`src/rtl/core/hti_pkg.sv`:
```
// Shared types and constants for the Hermite tension/bias interpolator.
package hti_pkg;

    // Default widths of the sample and position fields.
    localparam int SAMPLE_BITS_DEF   = 16;
    localparam int POSITION_BITS_DEF = 16;

    // Tension and bias registers are signed Q1.14 in a 16-bit word.
    localparam int REG_BITS = 16;
    localparam int ONE_Q14  = 16384;

    // A coefficient of the form 1.0 +/- register needs one bit more than the register.
    localparam int COEF_W = REG_BITS + 1;

    // Register stages from input acceptance to the output register.
    localparam int NUM_STAGES = 7;

    // Configuration register indexes.
    localparam int CFG_INDEX_BITS = 1;

    typedef enum logic [CFG_INDEX_BITS-1:0] {
        REG_TENSION = 1'b0,
        REG_BIAS    = 1'b1
    } cfg_reg_t;

    // Tangent weights held in the form the datapath multiplies by.
    typedef struct packed {
        logic signed [COEF_W-1:0] bias_plus;     // 1.0 + bias
        logic signed [COEF_W-1:0] bias_minus;    // 1.0 - bias
        logic signed [COEF_W-1:0] tension_minus; // 1.0 - tension
    } coef_t;

    // Per-stage load enables shared by all datapath slices.
    typedef struct packed {
        logic [NUM_STAGES-1:0] load;
    } ctrl_t;

endpackage

```
`src/rtl/core/hti_pipe_ctrl.sv`:
```
// Valid tracking and per-stage load enables; empty stages let later items move up.
module hti_pipe_ctrl
(
    input  logic          clk,
    input  logic          rst_n,
    input  logic          in_valid,
    output logic          in_ready,
    output logic          out_valid,
    input  logic          out_ready,
    output hti_pkg::ctrl_t ctrl
);

    localparam int LAST = hti_pkg::NUM_STAGES - 1;

    logic [hti_pkg::NUM_STAGES-1:0] valid_reg;
    logic [hti_pkg::NUM_STAGES-1:0] valid_next;
    logic [hti_pkg::NUM_STAGES-1:0] load;

    // A stage loads when it is empty or its contents move on this cycle.
    always_comb
    begin
        load[LAST] = !valid_reg[LAST] || out_ready;
        for (int k = LAST - 1; k >= 0; k--)
        begin
            load[k] = !valid_reg[k] || load[k+1];
        end
    end

    // Valid bits follow the data through the stages.
    always_comb
    begin
        valid_next[0] = load[0] ? in_valid : valid_reg[0];
        for (int k = 1; k <= LAST; k++)
        begin
            valid_next[k] = load[k] ? valid_reg[k-1] : valid_reg[k];
        end
    end

    always_ff @(posedge clk or negedge rst_n)
    begin
        if (!rst_n)
        begin
            valid_reg <= '0;
        end
        else
        begin
            valid_reg <= valid_next;
        end
    end

    assign ctrl.load = load;
    assign in_ready  = load[0];
    assign out_valid = valid_reg[LAST];

endmodule

```
`config.mk`:
```
export PLATFORM = sky130hd
export DESIGN_NAME = hti_pipe_ctrl
export DESIGN_NICKNAME = d
export VERILOG_FILES = /design/src/rtl/core/hti_pkg.sv /design/src/rtl/core/hti_pipe_ctrl.sv
export SDC_FILE = /design/constraint.sdc
export NUM_CORES = 1
export LEC_CHECK = 0
export BUFFER_PORTS_ARGS = -buffer_cell sky130_fd_sc_hd__buf_2
export CORE_AREA = 5 5 42 44
export CTS_CLUSTER_SIZE = 40
export DETAILED_ROUTE_END_ITERATION = 8
export DIE_AREA = 0 0 47 49
export PLACE_DENSITY_LB_ADDON = 0.05
export SLEW_MARGIN = 25
export SYNTH_ARGS = -nofsm -noshare
export SYNTH_HDL_FRONTEND = slang
export SYNTH_SLANG_ARGS = --single-unit
```
`constraint.sdc`:
```
create_clock -name clk -period 1.28 [get_ports clk]
set_input_delay 0.064 -clock clk [delete_from_list [all_inputs] [get_ports clk]]
set_output_delay 0.064 -clock clk [all_outputs]
set_load 0.1 [all_outputs]
```
==> metrics <==
Yosys warning count 0; adder-cell share of the synthesized area 0%; DRT Wirelength 709 µm; Final WS setup -178.8 ps; WP data arrival 1390 ps; met3 Track Usage GR 3.321%; status finished, violations left; die width 47 µm; Sum Neg Setup Slack -915.0 ps; initial antenna violation count 0; clock share of power 18.0%; H-tree levels 1; unrepaired setup endpoints after global routing yes; Crit path required time 1220 ps; Max stage delay on crit path 390 ps; Logic pwr share 55.9%; CP cell instances and4b_2, nand4_1, buf_6, buf_12; fin nets 51; Max IR drop VDD 0.0007248 V; Worst Path Max Fanout 6; Post-synth ARST share 100.0%; GRT Total Usage 7.305%; commonest non-fill, non-tap cells in the layout buf_12 (10), dfrtp_1 (6), clkbuf_4 (3), buf_2 (3), buf_6 (3); WP buf/inv 2; Synthesized Nets 30; critical path's slowest cell dfrtp_4; EDFF count, synth 0; num ports 13; Slew HR 87.79%; routed via count 267; Buffers on Ports 12; cell family with most CP delay simple AND/OR/NAND/NOR gates; grt ovf 0; Layout area overhead 104.1%; xor/xnor cell area share of the yosys netlist 0%; Final Hold Vio Count 0; sequential fraction of the synthesis area 57.61%; clock root buffer clkbuf_4; Pint 0.0006122 W; fin crit share 114.0%; Clk Latency, worst-skew pair 250 ps; Detailed Route Iter0 Violations 0; flops & latches, synth 7; number of fillers in the final layout 144; post-synth cell types 16; Sw Share 43.29%; Compound-Gate Fraction of Synth Area 11.11%; Critical Path Start Type flop; first-pass GRT wire length 1207 µm; largest net degree at the start of global routing 8; DR vias/cell 4.306; worst-margin pin slew 182.6 ps; die area 0.002303 mm²; Max Transition Viols Final 0; LEAKAGE 0.2893 nW; commonest non-fill, non-tap cell in the layout buf_12; Max-Cap Viols 0; synthesized area per cell 11.69 µm²; Sink Count 7; # DRC 0; die height 49 µm; vias in the first global route 299; final setup fails 11; Clock Path Buffers 2; WHS 10.98 ps; ant diodes 0; wire length per cell 11.44 µm; dpl ws -83.28 ps; met2 Use GR 12.67%; Final Cell Area 620.6 µm²; kind of critical path reg2out; Max Fclk 685.5 MHz; failing checks setup timing; min Tclk post-route 1459 ps; critical path endpoint category output port; skew final 2.236 ps; max reg flops 7; Post-synth top flop dfrtp_1; Final ANT Viol Nets 0; core area 0.001401 mm²; post-detail-place hpwl 556.7 µm; Starting Density 21.70%; Initial DRT Pass Iterations 1; PwrDens 1740 mW/mm²; largest family of logic cells by synthesized area simple AND/OR/NAND/NOR gates; Post-Syn Area 304.0 µm²; mux contribution to synthesized area 0%; TritonCTS clock tree done; GRT busiest layer met2; Finished Layout Cells 62; dpl cells 53; Reg clk slew, reported paths 50 ps; Hold Crit Class in2reg; R2R Setup Slk -80 ps; gp weighted congestion 0.7210; met1 Use GR 7.191%; switching power 0.0004674 W; Placed Area 514.2 µm²; Synth Area in Simple Gates 22.22%; ratio of cells with drive above 1 in the final layout 54.35%; share of power burned in registers 26.1%; Mapped Cells 26; CTS buffer count 3; Std-Cell Rows 14
[synthesized netlist by cell type, types with 2 or more instances]
cell / count / share of area (%)
dfrtp_1: 7 / 58
nand2_1: 2 / 2.5
a21o_1: 2 / 4.9
nand2b_1: 3 / 6.2
[final cells by class]
type	instances	area, µm²	area share, %
Clock buffer	4	26.28	4.234
Inverter	1	3.754	0.6048
Multi-Input combinational cell	15	117.6	18.95
Sequential cell	7	178.9	28.83
Tap cell	16	20.02	3.226
Timing Repair Buffer	19	274.0	44.15
[timing repair]
action | CTS | global route
hold buffers | 1 | 0
pin swaps | 6 | 0
resized for setup | 5 | 2
hold endpoints to repair | 7 | 0
endpoints found under the setup margin | 7 | 12
setup buffers | 3 | 1
[power groups by stage]
stage               logic (W)  registers (W)  clock network (W)
floorplan            0.000337       0.000300                  0
global placement     0.000531       0.000280                  0
detailed placement   0.000534       0.000282                  0
CTS                  0.000596       0.000282           0.000200
global route         0.000627       0.000288           0.000213
finish               0.000604       0.000282           0.000194
[kinds of logic after synthesis]
family / Yosys count
buffers and inverters: 4
AND/OR/NAND/NOR: 11
AO/OA/AOI/OAI: 4
flip-flops: 7
[worst paths after layout]
check                             start      endpoint  cells past startpoint
max                        valid_reg[6]      in_ready                      4
min                            in_valid  valid_reg[0]                      2
max reg2reg                valid_reg[6]  valid_reg[1]                      5
min reg2reg                valid_reg[2]  valid_reg[3]                      1
max in group asynchronous         rst_n  valid_reg[6]                      2
min in group asynchronous         rst_n  valid_reg[3]                      2
[through the flow]
stage,total power (W),util (%)
6_report,0.001080,44.29
5_1_grt,0.001128,44.29
3_3_place_gp,0.0008112,36.70
3_5_place_dp,0.0008160,36.70
4_1_cts,0.001078,42.95
2_1_floorplan,0.0006370,-
[layer usage]
layer	part of all wire (%)	routed length, µm	vias to the layer above
li1	-	-	128
met1	36	253	128
met2	56	395	9
met3	7.3	52	2
met4	1.1	8	0
met5	0	0	-
Power figures use the tool's default switching activity.
