### config.mk
export PLATFORM = sky130hd
export DESIGN_NAME = hti_basis
export DESIGN_NICKNAME = d
export VERILOG_FILES = /design/src/rtl/core/hti_pkg.sv /design/src/rtl/core/hti_basis.sv
export SDC_FILE = /design/constraint.sdc
export NUM_CORES = 1
export LEC_CHECK = 0
export ABC_AREA = 1
export BUFFER_PORTS_ARGS = -buffer_cell sky130_fd_sc_hd__clkbuf_2
export CORE_ASPECT_RATIO = 0.9
export CORE_MARGIN = 3
export CORE_UTILIZATION = 40
export DETAILED_ROUTE_END_ITERATION = 7
export PLACE_DENSITY_LB_ADDON = 0.3
export SLEW_MARGIN = 20
export SYNTH_ARGS = -nofsm -noshare
export SYNTH_HDL_FRONTEND = slang
export SYNTH_SLANG_ARGS = --single-unit
### constraint.sdc
create_clock -name clk -period 7.66 [get_ports clk]
set_input_delay 0.766 -clock clk [delete_from_list [all_inputs] [get_ports clk]]
set_output_delay 0.766 -clock clk [all_outputs]
set_load 0.02 [all_outputs]
### src/rtl/core/hti_pkg.sv
// Shared types and constants for the Hermite tension/bias interpolator.
package hti_pkg;

    // Default widths of the sample and position fields.
    localparam int SAMPLE_BITS_DEF   = 16;
    localparam int POSITION_BITS_DEF = 16;

    // Tension and bias registers are signed Q1.14 in a 16-bit word.
    localparam int REG_BITS = 16;
    localparam int ONE_Q14  = 16384;

    // A coefficient of the form 1.0 +/- register needs one bit more than the register.
    localparam int COEF_W = REG_BITS + 1;

    // Register stages from input acceptance to the output register.
    localparam int NUM_STAGES = 7;

    // Configuration register indexes.
    localparam int CFG_INDEX_BITS = 1;

    typedef enum logic [CFG_INDEX_BITS-1:0] {
        REG_TENSION = 1'b0,
        REG_BIAS    = 1'b1
    } cfg_reg_t;

    // Tangent weights held in the form the datapath multiplies by.
    typedef struct packed {
        logic signed [COEF_W-1:0] bias_plus;     // 1.0 + bias
        logic signed [COEF_W-1:0] bias_minus;    // 1.0 - bias
        logic signed [COEF_W-1:0] tension_minus; // 1.0 - tension
    } coef_t;

    // Per-stage load enables shared by all datapath slices.
    typedef struct packed {
        logic [NUM_STAGES-1:0] load;
    } ctrl_t;

endpackage

### src/rtl/core/hti_basis.sv
// Basis slice: powers of the position and the four Hermite weights.
// Stages one to four, aligned with the tangent slice.
module hti_basis
#(
    parameter int POSITION_BITS = hti_pkg::POSITION_BITS_DEF
)
(
    input  logic                         clk,
    input  hti_pkg::ctrl_t               ctrl,
    input  logic [POSITION_BITS-1:0]     position,
    output logic signed [POSITION_BITS+2:0] basis0,
    output logic signed [POSITION_BITS+2:0] basis1,
    output logic signed [POSITION_BITS+2:0] basis2,
    output logic signed [POSITION_BITS+2:0] basis3
);

    localparam int P   = POSITION_BITS;
    localparam int SQ_W = 2 * P;
    localparam int A_W = P + 3;

    localparam logic [SQ_W-1:0]       SQ_HALF = SQ_W'(1) << (P - 1);
    localparam logic signed [A_W-1:0] ONE_P   = A_W'(1) << P;

    // Stage one: square of the position.
    logic [P-1:0]    mu_st1_reg;
    logic [SQ_W-1:0] sq_reg;

    always_ff @(posedge clk)
    begin
        if (ctrl.load[0])
        begin
            mu_st1_reg <= position;
            sq_reg     <= position * position;
        end
    end

    // Stage two: round the square and form the cube.
    logic [SQ_W-1:0] sq_sum;
    logic [P-1:0]    mu2;
    logic [P-1:0]    mu2_reg;
    logic [P-1:0]    mu_st2_reg;
    logic [SQ_W-1:0] cube_reg;

    assign sq_sum = sq_reg + SQ_HALF;
    assign mu2    = sq_sum[SQ_W-1:P];

    always_ff @(posedge clk)
    begin
        if (ctrl.load[1])
        begin
            mu2_reg    <= mu2;
            mu_st2_reg <= mu_st1_reg;
            cube_reg   <= mu2 * mu_st1_reg;
        end
    end

    // Stage three: round the cube and build the weights.
    logic [SQ_W-1:0]       cube_sum;
    logic [P-1:0]          mu3;
    logic signed [A_W-1:0] mu_e, mu2_e, mu3_e;
    logic signed [A_W-1:0] a0_reg, a1_reg, a2_reg, a3_reg;

    assign cube_sum = cube_reg + SQ_HALF;
    assign mu3      = cube_sum[SQ_W-1:P];
    assign mu_e     = A_W'(mu_st2_reg);
    assign mu2_e    = A_W'(mu2_reg);
    assign mu3_e    = A_W'(mu3);

    always_ff @(posedge clk)
    begin
        if (ctrl.load[2])
        begin
            a0_reg <= mu3_e + mu3_e - mu2_e - mu2_e - mu2_e + ONE_P;
            a1_reg <= mu3_e - mu2_e - mu2_e + mu_e;
            a2_reg <= mu3_e - mu2_e;
            a3_reg <= mu2_e + mu2_e + mu2_e - mu3_e - mu3_e;
        end
    end

    // Stage four: hold the weights while the tangents are rounded.
    logic signed [A_W-1:0] b0_reg, b1_reg, b2_reg, b3_reg;

    always_ff @(posedge clk)
    begin
        if (ctrl.load[3])
        begin
            b0_reg <= a0_reg;
            b1_reg <= a1_reg;
            b2_reg <= a2_reg;
            b3_reg <= a3_reg;
        end
    end

    assign basis0 = b0_reg;
    assign basis1 = b1_reg;
    assign basis2 = b2_reg;
    assign basis3 = b3_reg;

endmodule

==> flow_metrics.py <==
metrics = {
    "timing": {
        "whs_ns": 0.408,
        "finalClockSkew_ns": 0.0152,
        "post-route-min-period_ns": 6.91,
        "worstMarginPinSlew_ns": 0.863,
        "finalSetupTns_ns": 0,
        "finalHoldViolations": 0,
        "fmax_mhz": 145,
        "post-route-period-util": 0.902,
        "final_max_slew_viol_count": 0,
        "rsz0062_at_grt": "false",
        "setup_violations": 0,
        "slew_headroom": 0.425,
    },
    "global_route": {
        "grt_pass1_wl_um": 108000,
        "grt.overflow.total": 0,
        "grt_usage": 0.182,
        "grt_pass1_vias": 21000,
        "grt_max_degree": 64,
        "antenna_found_initial": 0,
    },
    "synthesis": {
        "async_flop_share": 0,
        "synth.distinct_cells": 50,
        "syn-num-nets": 3930,
        "synth_cells": 3213,
        "synth_area_um2": 28600,
        "synthFlopType": "edfxtp_1",
        "syn_area_per_cell_um2": 8.90,
        "synth-edff-count": 228,
        "yosysWarnings": 0,
        "synth-seq-cells": 228,
        "ys_seq_area_frac": 0.240,
    },
    "cells_and_area": {
        "antennaDiodeCount": 0,
        "drive_gt1_frac": 0.0589,
        "nets": 4007,
        "syn_to_final_growth_pct": 8.28,
    },
    "clocking": {
        "cts_sinks": 228,
        "clk-insertion-delay-late_ns": 0.56,
        "hold_buffers": 0,
        "ctsLongestPathBuffers": 3,
        "cts_root_buf": "clkbuf_16",
        "cts_tree": "yes",
        "cts_inserted_buffers": 26,
        "cts_setup_buffers": 0,
        "htreeDepth": 1,
        "clk_pin_slew_ns": 0.06,
        "cts_resized": 0,
    },
    "setup_path": {
        "path_max_fanout": 11,
        "critPathRequiredTime_ns": 7.98,
        "worstPathArrival_ns": 7.23,
        "end_kind": "register",
        "path_class": "reg2reg",
        "worstSetupStartpointType": "register",
        "slowest_stage": "fa_1",
        "cp_slowest_stage_delay_ns": 0.58,
        "cp_common_cell": "nand2_1",
    },
    "detailed_routing": {
        "drt_pass1_iterations": 5,
        "met2_length_um": 31900,
        "wl_met3_um": 3400,
        "wl_met1_um": 29500,
        "top_layer_used": "met4",
        "routed_wl_um": 66600,
        "drc_errors": 0,
        "routedWlPerCell_um": 15.7,
        "ant_nets": 0,
        "viasPerCell": 4.82,
        "vias": 20500,
        "drtIter0Drc": 1048,
    },
    "run": {
        "cap_violations": 0,
    },
    "min_path": {
        "hold_class": "reg2reg",
    },
    "die": {
        "die_w_um": 288,
        "core_um2": 70400,
        "num_rows": 92,
        "start_util": 0.406,
        "dieArea_um2": 74700,
        "die_h_um": 260,
        "ios": 100,
    },
    "run_status": {
        "status": "finished clean",
    },
    "place": {
        "io_buffers": 96,
        "routabilityCongestion": 0.917,
        "dp_hpwl_um": 55400,
    },
}
Yosys cell counts (11+ instances only):
cell type	instances	area [um2]
o21ai_0	68	340
fa_1	393	7870
a21o_1	21	158
ha_1	300	3750
nor2_1	244	916
nand2_2	11	68.8
nor3_1	33	165
edfxtp_1	228	6850
xnor2_1	30	263
o21bai_1	16	120
nand3_1	76	380
a21oi_1	137	686
xor2_1	82	718
inv_1	777	2920
clkbuf_1	42	158
nand4_1	15	93.8
nand2_1	631	2370
per-stage QoR:
step / instance area (um2) / util / setup WS (ns) / cells
after floorplan: 28600 / - / 1.65 / 3213
after global placement: 30100 / 0.427 / 0.900 / 4202
after detailed placement: 30100 / 0.427 / 0.866 / 4202
after CTS: 30900 / 0.439 / 0.817 / 4249
after global routing: 30900 / 0.439 / 0.274 / 4249
final: 30900 / 0.439 / 0.749 / 4249
final cells by class:
type / instances / area (um2)
Fill cell: 7003 / 39500
Multi-Input combinational cell: 2136 / 18500
Sequential cell: 228 / 6850
Inverter: 795 / 2990
Timing Repair Buffer: 103 / 538
Tap cell: 940 / 1180
Clock inverter: 19 / 238
Clock buffer: 28 / 658
layout by cell type (no fill, tap or decap), types with 11 or more instances in the layout:
cell	instances
inv_1	777
nand2_1	631
fa_1	393
ha_1	300
nor2_1	244
edfxtp_1	228
a21oi_1	137
clkbuf_2	94
xor2_1	82
nand3_1	76
o21ai_0	68
nor3_1	33
xnor2_1	30
clkbuf_16	26
a21o_1	21
o21bai_1	16
nand4_1	15
nand2_2	11
per-layer routing:
metal | track usage | up-vias
met1 | 0.242 | 9879
met5 | 0 | -
met2 | 0.317 | 488
met4 | 0.0452 | 0
li1 | - | 10000
met3 | 0.0226 | 99
final timing paths:
path / start / cells past startpoint / slack, ns / to
max: sq_reg[15] / 28 / 0.75 / cube_reg[31]
min: a1_reg[7] / 0 / 0.41 / basis1[7]
max reg2reg: sq_reg[15] / 28 / 0.75 / cube_reg[31]
min reg2reg: a1_reg[7] / 0 / 0.41 / basis1[7]
kinds of logic after synthesis:
| logic type | share of synthesized area |
|---|---|
| DFF | 0.240 |
| AOI/OAI and AO/OA | 0.0566 |
| xor gates and xnor gates | 0.0343 |
| buffers and inverters | 0.113 |
| and+or+nand+nor | 0.150 |
| adders and majority gates | 0.407 |
worst max-delay path: cells and delay by family, from the launching register on:
family                     cells  cell delay, ns
AOI/OAI and AO/OA              3            0.79
buffers and inverters          5            0.80
and+or+nand+nor               12            1.21
adders and majority gates      8            3.48
DFF                            1            0.37
Power is not shown: default switching activity piles up to over one toggle a cycle in this logic, so the estimate is an artifact.
