$ cat config.mk
export PLATFORM = sky130hd
export DESIGN_NAME = hti_combine
export DESIGN_NICKNAME = d
export VERILOG_FILES = /design/src/rtl/core/hti_pkg.sv /design/src/rtl/core/hti_combine.sv
export SDC_FILE = /design/constraint.sdc
export NUM_CORES = 2
export LEC_CHECK = 0
export BUFFER_PORTS_ARGS = -buffer_cell sky130_fd_sc_hd__buf_4
export CAP_MARGIN = 40
export CORE_AREA = 2 2 326 328
export CTS_BUF_LIST = sky130_fd_sc_hd__clkbuf_8
export DETAILED_ROUTE_END_ITERATION = 10
export DIE_AREA = 0 0 328 330
export MAX_ROUTING_LAYER = met4
export PLACE_DENSITY = 0.81
export SKIP_LAST_GASP = 1
export SLEW_MARGIN = 20
export SYNTH_ARGS = -nofsm -noshare
export SYNTH_HDL_FRONTEND = slang
export SYNTH_SLANG_ARGS = --single-unit
$ cat constraint.sdc
create_clock -name clk -period 8.17 [get_ports clk]
set_input_delay 1.634 -clock clk [delete_from_list [all_inputs] [get_ports clk]]
set_output_delay 1.634 -clock clk [all_outputs]
set_load 0.01 [all_outputs]
$ cat src/rtl/core/hti_pkg.sv
// Shared types and constants for the Hermite tension/bias interpolator.
package hti_pkg;

    // Default widths of the sample and position fields.
    localparam int SAMPLE_BITS_DEF   = 16;
    localparam int POSITION_BITS_DEF = 16;

    // Tension and bias registers are signed Q1.14 in a 16-bit word.
    localparam int REG_BITS = 16;
    localparam int ONE_Q14  = 16384;

    // A coefficient of the form 1.0 +/- register needs one bit more than the register.
    localparam int COEF_W = REG_BITS + 1;

    // Register stages from input acceptance to the output register.
    localparam int NUM_STAGES = 7;

    // Configuration register indexes.
    localparam int CFG_INDEX_BITS = 1;

    typedef enum logic [CFG_INDEX_BITS-1:0] {
        REG_TENSION = 1'b0,
        REG_BIAS    = 1'b1
    } cfg_reg_t;

    // Tangent weights held in the form the datapath multiplies by.
    typedef struct packed {
        logic signed [COEF_W-1:0] bias_plus;     // 1.0 + bias
        logic signed [COEF_W-1:0] bias_minus;    // 1.0 - bias
        logic signed [COEF_W-1:0] tension_minus; // 1.0 - tension
    } coef_t;

    // Per-stage load enables shared by all datapath slices.
    typedef struct packed {
        logic [NUM_STAGES-1:0] load;
    } ctrl_t;

endpackage

$ cat src/rtl/core/hti_combine.sv
// Weighted sum of samples and tangents, rounding and saturation.
// Stages five to seven; stage seven is the output register.
module hti_combine
#(
    parameter int SAMPLE_BITS   = hti_pkg::SAMPLE_BITS_DEF,
    parameter int POSITION_BITS = hti_pkg::POSITION_BITS_DEF
)
(
    input  logic                            clk,
    input  hti_pkg::ctrl_t                  ctrl,
    input  logic signed [POSITION_BITS+2:0] basis0,
    input  logic signed [POSITION_BITS+2:0] basis1,
    input  logic signed [POSITION_BITS+2:0] basis2,
    input  logic signed [POSITION_BITS+2:0] basis3,
    input  logic signed [SAMPLE_BITS-1:0]   sample_start,
    input  logic signed [SAMPLE_BITS-1:0]   sample_end,
    input  logic signed [SAMPLE_BITS+6:0]   tan_start,
    input  logic signed [SAMPLE_BITS+6:0]   tan_end,
    output logic signed [SAMPLE_BITS-1:0]   value,
    output logic                            saturated
);

    localparam int S     = SAMPLE_BITS;
    localparam int P     = POSITION_BITS;
    localparam int A_W   = P + 3;
    localparam int M_W   = S + 7;
    localparam int PA_W  = A_W + S;
    localparam int PM_W  = A_W + M_W;
    localparam int ACC_W = PM_W + 2;
    localparam int V_W   = ACC_W - P;

    localparam logic signed [ACC_W-1:0] ACC_HALF = ACC_W'(1) << (P - 1);
    localparam logic signed [S-1:0]     VAL_HI   = {1'b0, {(S - 1){1'b1}}};
    localparam logic signed [S-1:0]     VAL_LO   = {1'b1, {(S - 1){1'b0}}};

    // Stage five: the four products.
    logic signed [PA_W-1:0] p0_reg, p3_reg;
    logic signed [PM_W-1:0] p1_reg, p2_reg;

    always_ff @(posedge clk)
    begin
        if (ctrl.load[4])
        begin
            p0_reg <= basis0 * sample_start;
            p1_reg <= basis1 * tan_start;
            p2_reg <= basis2 * tan_end;
            p3_reg <= basis3 * sample_end;
        end
    end

    // Stage six: accumulate, with the rounding half already added in.
    logic signed [ACC_W-1:0] acc_reg;

    always_ff @(posedge clk)
    begin
        if (ctrl.load[5])
        begin
            acc_reg <= ACC_W'(p0_reg) + ACC_W'(p1_reg) + ACC_W'(p2_reg)
                     + ACC_W'(p3_reg) + ACC_HALF;
        end
    end

    // Stage seven: drop the fraction and clip to the sample range.
    logic signed [V_W-1:0] v;
    logic [V_W-S:0]        upper;
    logic                  fits;
    logic signed [S-1:0]   value_reg;
    logic                  sat_reg;

    assign v     = acc_reg[ACC_W-1:P];
    assign upper = v[V_W-1:S-1];
    assign fits  = (&upper) || !(|upper);

    always_ff @(posedge clk)
    begin
        if (ctrl.load[6])
        begin
            value_reg <= fits ? v[S-1:0] : (v[V_W-1] ? VAL_LO : VAL_HI);
            sat_reg   <= !fits;
        end
    end

    assign value     = value_reg;
    assign saturated = sat_reg;

endmodule

==> metrics.txt <==
run status completed; fraction of final layout cells with drive strength greater than 1 6.024%; Setup Fix Bufs, Post-CTS 0; Filler Cell Count 8082; average detailed-routed wire length per instance 18.93 um; Critical Path Slowest Stage Cell fa_1; kind of cell with the highest combined delay on the critical path adder cells; Final Non-Filler Cells 7974; number of cells on the worst reg-to-reg path 12; violation count after the first detailed-route iteration 2996; area of the multi-input gates 50910 sq um; vias in the first global route 50280; Hold Vio Cnt, Final 0; Reg-to-Reg Start p3_reg[14]; Max H-tree Level 4; first-pass iteration count of the detailed router 8; post-cts sizing count 0; post-synthesis cell count 6461; kind of start point of the critical path primary input; Max Fclk 128.7 MHz; worst hold slack across all endpoints 0.5328 ns; flip-flop and latch area 5976 sq um; Worst Slack Setup Final 0.4018 ns; area added between synthesis and finish 6.005%; number of buffers and inverters on the critical path 7; number of rows created at floorplan 119; termination of the worst setup path p0_reg[34]; arrival time worst endpoint 8.02 ns; asr flop ratio synth 0%; proportion of netlist area held by the largest area contributor 49.28%; maximum number of pins on one net before global-route repair 83; via count 44280; x dimension of the die 328 um; RSZ-0062 raised after global routing no; # placed instances 7931; setup slack after placement -0.09074 ns; largest stage delay on the critical path 0.56 ns; kind of critical path in -> reg; slack of the worst reg-to-reg path 3.43 ns; global-route wire length before repair 254100 um; cell chosen for the clock root clkbuf_8; per-instance average area after synthesis 9.846 sq um; required time worst endpoint 8.42 ns; total clock buffers created by CTS 17; final worst clock skew 0.01974 ns; Final period util 95.08%; total gr overflow 0; Detailed Route WL 150900 um; antenna-violating nets left 0; max_cap viols 0; clock insertion delay at the later pin of the skew report 0.50 ns; Placeable Area 104700 sq um; critical path fanouts, max 12; number of buffers on the longest clock path 2; HPWL after detailed placement 127300 um; number of vias per cell after detailed routing 5.553; number of nets in the final layout 8789; share of the core filled with cells in the final layout 64.42%; number of synthesized register bits 199; Worst Hold Depth 1; Final GP Congestion 0.9409; Post-Synthesis Cell Area 63610 sq um; worst setup path start sample_start[2]; largest area contributor in the synthesized netlist fa_1; post-layout min period 7.768 ns; effective utilization at floorplan 60.77%; Residual DRC 0; pins over their slew limit 0; # hold bufs at CTS 0; overall track demand over capacity in global routing 30.74%; Die ar. 108200 sq um; Stages on worst setup path 23; Rel. slew slack 47.91%; synth top area cells fa_1 49%, ha_1 9.8%, edfxtp_1 9.4%, inv_1 9.1%, and2_1 6.1%; most used flip-flop cell after synthesis edfxtp_1; sinks on the clock net 199; critical path cell sequence buf_4 > buf_4 > nand2_1 > fa_1 > inv_1 > fa_1 > fa_1 > fa_1 > inv_1 > fa_1 > inv_1 > fa_1 > ha_1 > nand3_1 > nor4b_1 > a211oi_1 > buf_4 > o21ai_0 > a211oi_1 > buf_4 > o31ai_1 > a21oi_1 > xnor2_1; die height 330 um; register area share after synthesis 9.394%; TritonCTS clock tree yes; Worst Hold Class reg -> reg; total setup violations reported at the end of the flow 0; crit-path most repeated cell fa_1; count of flip-flops with a built-in enable after synthesis 199; number of antenna violations at the first check in global routing 9; count of boundary I/O pins 179; end of the worst register-to-register path acc_reg[42]; syn_nets 8688; crit path capture type flip-flop; port buffer count 174; distinct cell type count of the synthesized netlist 70; Least-Margin Pin Slew 0.7813 ns; yosys synthesis warning count 0; Clock transition at path regs 0.11 ns
[metal layers]
metal / part of all wire [%] / global-route usage, %
met1: 38 / 38.18
met2: 51 / 51.26
met3: 6.9 / 4.276
met4: 4.2 / 12.10
met5: 0 / -
[layout make-up]
type | instances | share of cell area, %
Clock buffer | 17 | 0.3470
Antenna cell | 9 | 0.03340
Multi-Input combinational cell | 4469 | 75.49
Inverter | 1541 | 8.578
Tap cell | 1391 | 2.581
Clock inverter | 14 | 0.3136
Timing Repair Buffer | 334 | 3.794
Sequential cell | 199 | 8.862
[worst register-to-register path, stage by stage, from the launching register on]
cell       delay, ns
edfxtp_1        0.47
fa_1            0.53
fa_1            0.41
fa_1            0.40
ha_1            0.36
and3_1          0.25
nand4_1         0.15
nor4_1          0.66
o21ai_0         0.28
a21boi_2        0.39
a2111oi_2       0.17
o31ai_1         0.30
xor2_1          0.10
[cell families (layout without fill, tap and decap cells)]
group	after synthesis	count (layout)	share of synthesized area, %
AND/OR/NAND/NOR	1763	1763	13.50
flip-flops	199	199	9.394
buffers and inverters	1793	1906	10.58
other	0	9	0
adder cells (fa/ha/maj)	2065	2065	59.10
XOR/XNOR	193	193	2.657
AO/OA/AOI/OAI	447	447	4.754
multiplexers	1	1	0.01770
[metrics by stage]
stage / cell area, sq um / setup TNS (ns)
6_report: 67430 / 0
5_1_grt: 67430 / 0
4_1_cts: 67350 / 0
3_5_place_dp: 66910 / -0.1394
3_3_place_gp: 66900 / 0
2_1_floorplan: 63610 / 0
[cell usage in the layout, fill, tap and decap left out, types with 108 or more instances in the layout]
cell type	n
nor2_1	108
buf_4	329
fa_1	1566
xnor2_1	149
a21oi_1	123
edfxtp_1	199
and2_1	621
ha_1	499
nand2_1	850
inv_1	1538
[cells in the mapped netlist, types with 7 or more instances]
library cell and n:
nand2_1 850, o31ai_1 8, xor2_1 44, a21o_1 90
nor2b_1 11, o211ai_1 10, a21oi_1 123, edfxtp_1 199
clkbuf_1 247, ha_1 499, nor4_1 7, nand2b_1 44
a221oi_1 7, nand3_1 31, and2_1 621, nand4_1 19
a211oi_1 19, nor2_1 108, inv_1 1538, fa_1 1566
xnor2_1 149, and3_1 25, or3_1 10, o21ai_0 60
o21a_1 18, a31oi_1 13, o21bai_1 23, nor3_1 25
[worst min path at each step]
stage | start | endpoint | slack [ns]
after detailed placement | acc_reg[16] | value[0] | 0.52
after CTS | acc_reg[16] | value[0] | 0.53
after floorplan | acc_reg[16] | value[0] | 0.50
after global routing | acc_reg[16] | value[0] | 0.54
final | acc_reg[16] | value[0] | 0.53
after global placement | acc_reg[19] | value[3] | 0.50
Power is not shown: default switching activity piles up to over one toggle a cycle in this logic, so the estimate is an artifact.
